==> config.mk <==
export PLATFORM = sky130hd
export DESIGN_NAME = pic_chan_blend
export DESIGN_NICKNAME = d
export VERILOG_FILES = /design/src/design/pic_pkg.sv /design/src/design/pic_chan_blend.sv
export SDC_FILE = /design/constraint.sdc
export NUM_CORES = 1
export LEC_CHECK = 0
export ABC_AREA = 0
export BUFFER_PORTS_ARGS = -buffer_cell sky130_fd_sc_hd__buf_2
export CORE_ASPECT_RATIO = 0.6
export CORE_MARGIN = 3
export CORE_UTILIZATION = 38
export CTS_CLUSTER_SIZE = 8
export DETAILED_ROUTE_END_ITERATION = 10
export SYNTH_ARGS = -nofsm -noshare
export SYNTH_HDL_FRONTEND = slang
export SYNTH_SLANG_ARGS = --single-unit
==> constraint.sdc <==
create_clock -name aclk -period 10.57 [get_ports aclk]
set_input_delay 3.171 -clock aclk [delete_from_list [all_inputs] [get_ports aclk]]
set_output_delay 3.171 -clock aclk [all_outputs]
set_load 0.03 [all_outputs]
==> src/design/pic_pkg.sv <==
// shared constants and codes for the palette interpolating colorizer
`timescale 1ns / 1ps
`default_nettype none

package pic_pkg;

    // palette geometry
    localparam int PAL_DEPTH = 128;
    localparam int PAL_AW    = $clog2(PAL_DEPTH);

    // color format
    localparam int CHAN_W = 8;
    localparam int RGB_W  = 3 * CHAN_W;

    // fraction format and rounding
    localparam int FRAC_BITS = 8;
    localparam int FRAC_HALF = 1 << (FRAC_BITS - 1);
    localparam int FRAC_MASK = (1 << FRAC_BITS) - 1;
    localparam int PROD_W    = FRAC_BITS + CHAN_W + 2;

    // input field widths
    localparam int WHOLE_W  = 24;
    localparam int IFRAC_W  = 8;
    localparam int IDATA_W  = 64;
    localparam int ODATA_W  = 24;

    // opcodes carried in s_tuser
    localparam logic OP_MAP   = 1'b0;
    localparam logic OP_WRITE = 1'b1;

    // configuration register indexes
    localparam int CFG_IDX_W = 1;
    localparam logic [CFG_IDX_W-1:0] CFG_ITER_LIMIT = 1'b0;
    localparam logic [CFG_IDX_W-1:0] CFG_INSIDE_RGB = 1'b1;

    // configuration reset values
    localparam logic [WHOLE_W-1:0] ITER_LIMIT_RST = 24'd1024;
    localparam logic [RGB_W-1:0]   INSIDE_RGB_RST = 24'd0;

endpackage

`default_nettype wire

==> src/design/pic_chan_blend.sv <==
// one color channel blend: registered product, then rounding and offset
`timescale 1ns / 1ps
`default_nettype none

module pic_chan_blend (
    input  wire                           aclk,
    input  wire                           load_i,
    input  wire [pic_pkg::CHAN_W-1:0]     c1_i,
    input  wire [pic_pkg::CHAN_W-1:0]     c2_i,
    input  wire [pic_pkg::FRAC_BITS-1:0]  frac_i,
    output logic [pic_pkg::CHAN_W-1:0]    chan_o
);
    import pic_pkg::*;

    logic signed [CHAN_W:0]   diff_c;
    logic signed [PROD_W-1:0] prod_next;
    logic signed [PROD_W-1:0] prod_reg;
    logic [CHAN_W-1:0]        c1_reg;
    logic signed [PROD_W-1:0] num_c;
    logic signed [PROD_W-1:0] bias_c;
    logic signed [PROD_W-1:0] adj_c;
    logic signed [PROD_W-1:0] q_c;

    // signed difference times the fraction
    assign diff_c    = $signed({1'b0, c2_i}) - $signed({1'b0, c1_i});
    assign prod_next = PROD_W'($signed({1'b0, frac_i}) * diff_c);

    always_ff @(posedge aclk) begin
        if (load_i) begin
            prod_reg <= prod_next;
            c1_reg   <= c1_i;
        end
    end

    // add half, then divide rounding toward zero
    assign num_c  = prod_reg + $signed(PROD_W'(FRAC_HALF));
    assign bias_c = num_c[PROD_W-1] ? PROD_W'(FRAC_MASK) : '0;
    assign adj_c  = num_c + bias_c;
    assign q_c    = adj_c >>> FRAC_BITS;
    assign chan_o = c1_reg + q_c[CHAN_W-1:0];

endmodule

`default_nettype wire

==> Implementation_results.wiki <==
{| class="wikitable"
! Metric !! Value
|-
| Status || finished clean
|-
| Async set or reset register ratio after synthesis || 0
|-
| CP startpoint || c1_i[1]
|-
| Post-synthesis instance total || 444
|-
| Endpoint arrival time on the critical path || 9.61 ns
|-
| Transition time at the pin with the least slew margin || 0.7647 ns
|-
| Final Hold Viols || 0
|-
| Crit path max-delay family || adder cells
|-
| Maximum fanout along the worst path || 8
|-
| Depth of the CTS H-tree || 1
|-
| Number of buffers inserted by hold repair at cts || 0
|-
| Number of top-level pins || 34
|-
| Top cell type's share of synthesized area || 0.2193
|-
| Top cell type by total area after synthesis || ha_1
|-
| Core ar. || 0.01085 sq mm
|-
| Critical path start-end classification || primary input to flip-flop
|-
| # setup viols final || 0
|-
| Buffer cell driving the clock tree root || clkbuf_16
|-
| Required time reported for the critical path endpoint || about 11 ns
|-
| Clock tree from TritonCTS || yes
|-
| Sequential area share after synthesis || 0.1801
|-
| Vias per std cell || 4.995
|-
| Setup total negative slack || 0 ns
|-
| Nets in the synthesized netlist || roughly 600
|-
| Number of resized instances in the post-cts repair step || 0
|-
| WL per Instance || 14.66 microns
|-
| Layout cells sized above 1 || 0.09375
|-
| Vias in the first global route || 3136
|-
| Height of the chip || 88.74 microns
|-
| Pin count of the biggest net entering global routing || 27
|-
| Global-route wire length before repair || between 15000 and 20000 microns
|-
| Type of the worst min-delay path || primary input to flip-flop
|-
| Final estimated routing congestion in global placement || approximately 0.85
|-
| First-pass DRT Iterations || 5
|-
| HPWL reported at the end of detailed placement || ~8000 microns
|-
| Mean Syn Cell Area || approximately 9.8 sq um
|-
| CTS Buf Count || 3
|-
| Most used standard cells in the synthesized netlist || ha_1 (76), inv_1 (75), fa_1 (45)
|-
| Placement-stage worst setup slack || 0.7098 ns
|-
| Min-Delay Startpoint || c1_i[4]
|-
| Worst Path Buf+Inv || 5
|-
| Warning count from the yosys run || 0
|-
| Starting density of the core || 0.3996
|-
| Chip width || roughly 140 microns
|-
| Global routing usage summed across all routing layers || 0.1507
|-
| Floorplan die area || 0.01277 sq mm
|-
| Clock tree sinks || 26
|-
| Layout overhead on the synthesized area || 10.19%
|-
| Count of final max-slew check failures || 0
|-
| Primary flip-flop cell chosen by synthesis mapping || edfxtp_1
|-
| # diodes || 0
|-
| Library cells used by synthesis || 42
|-
| Global route overflow || 0
|-
| Slowest cell on the critical path || fa_1
|-
| Total number of nets in the final design || 628
|-
| # Post-CTS Setup Buffers || 0
|-
| Detailed-route wire length || 9076 microns
|-
| Maximum clock insertion buffer count || 2
|-
| Unrepaired setup endpoints after global routing || false
|-
| Clock transition at the register clock pins on the worst setup and hold paths after CTS || 0.07 ns
|-
| Number of DRC markers in iteration 0 || 153
|-
| Floorplan row count || 29
|-
| Count of vias placed by the detailed router || 3092
|-
| Crit-path max cell delay || 0.55 ns
|-
| Fraction of the cycle the final worst path needs || 0.9103
|-
| Maxcap violations || 0
|-
| Final setup margin || 0.9481 ns
|-
| F_max || 103.9 MHz
|-
| Final min period || 9.622 ns
|-
| Number of enable flip-flop cells after synthesis || 26
|-
| Launching element type of the critical path || primary input
|-
| IO buf count || 33
|-
| Post-synthesis cell area || between 0.004 and 0.005 sq mm
|-
| #FFs+latches synth || 26
|-
| Final routed DRC violation total || 0
|-
| Worst slew margin relative to its limit || 0.4865
|-
| Top cells by area in the synthesized netlist || ha_1 (22%), fa_1 (21%), edfxtp_1 (18%)
|-
| Antenna violations before repair || 0
|-
| Number of flip-flops in the largest register || 18
|-
| Cell with the most instances after synthesis || ha_1
|-
| Type of destination of the critical path || flip-flop
|-
| Antenna-violating nets left || 0
|}
[cell usage in the layout, fill, tap and decap left out, drive strengths merged, types with 8 or more instances in the layout]
cell type,instances
a21o,8
edfxtp,26
xnor2,24
nand2,20
buf,34
nor2b,8
and2,38
xor2,11
a21oi,17
nor2,18
ha,76
inv,75
fa,45
nand2b,14
o21ai,15
[layout make-up]
class	instances	area [sq um]
clock buffer	3	75.07
timing repair buffer	34	172.7
clock inverter	1	30.03
inverter	75	281.5
multi-input combinational	341	3263
tap	139	173.9
sequential	26	780.7
fill	1033	6072
[through the flow]
step | area, sq um | utilization | hold slack, ns | std cells
finish | 4777 | 0.4403 | 3.100 | 619
floorplan | 4335 | - | 3.270 | 444
global route | 4777 | 0.4403 | 3.094 | 619
CTS | 4777 | 0.4403 | 3.095 | 619
global placement | 4672 | 0.4306 | 3.366 | 615
detailed placement | 4672 | 0.4306 | 3.366 | 615
[per-layer routing]
layer / vias up / global-route usage / wire length [microns]
met5: - / 0 / 0
met4: 0 / 0.01709 / 82
met3: 6 / 0.01512 / 423
met2: 63 / 0.2283 / 3812
met1: 1475 / 0.2388 / 4757
li1: 1548 / - / -
[path summary, 6_finish.rpt]
kind	slack [ns]	cells past startpoint	to
max	0.95	25	prod_reg[17]
min	3.10	1	c1_reg[4]
[cell families (layout without fill, tap and decap cells)]
kind of cell | count (synthesis) | count (layout) | synth area share
simple gates | 123 | 123 | 0.1590
buf+inv | 77 | 113 | 0.06724
xor+xnor | 36 | 36 | 0.07590
fa+ha+maj | 121 | 121 | 0.4271
compound gates | 61 | 61 | 0.09062
flops | 26 | 26 | 0.1801
Power is left out: the tool's default activity adds up to more than one toggle a clock period on the data nets, which glitch-free logic cannot reach.
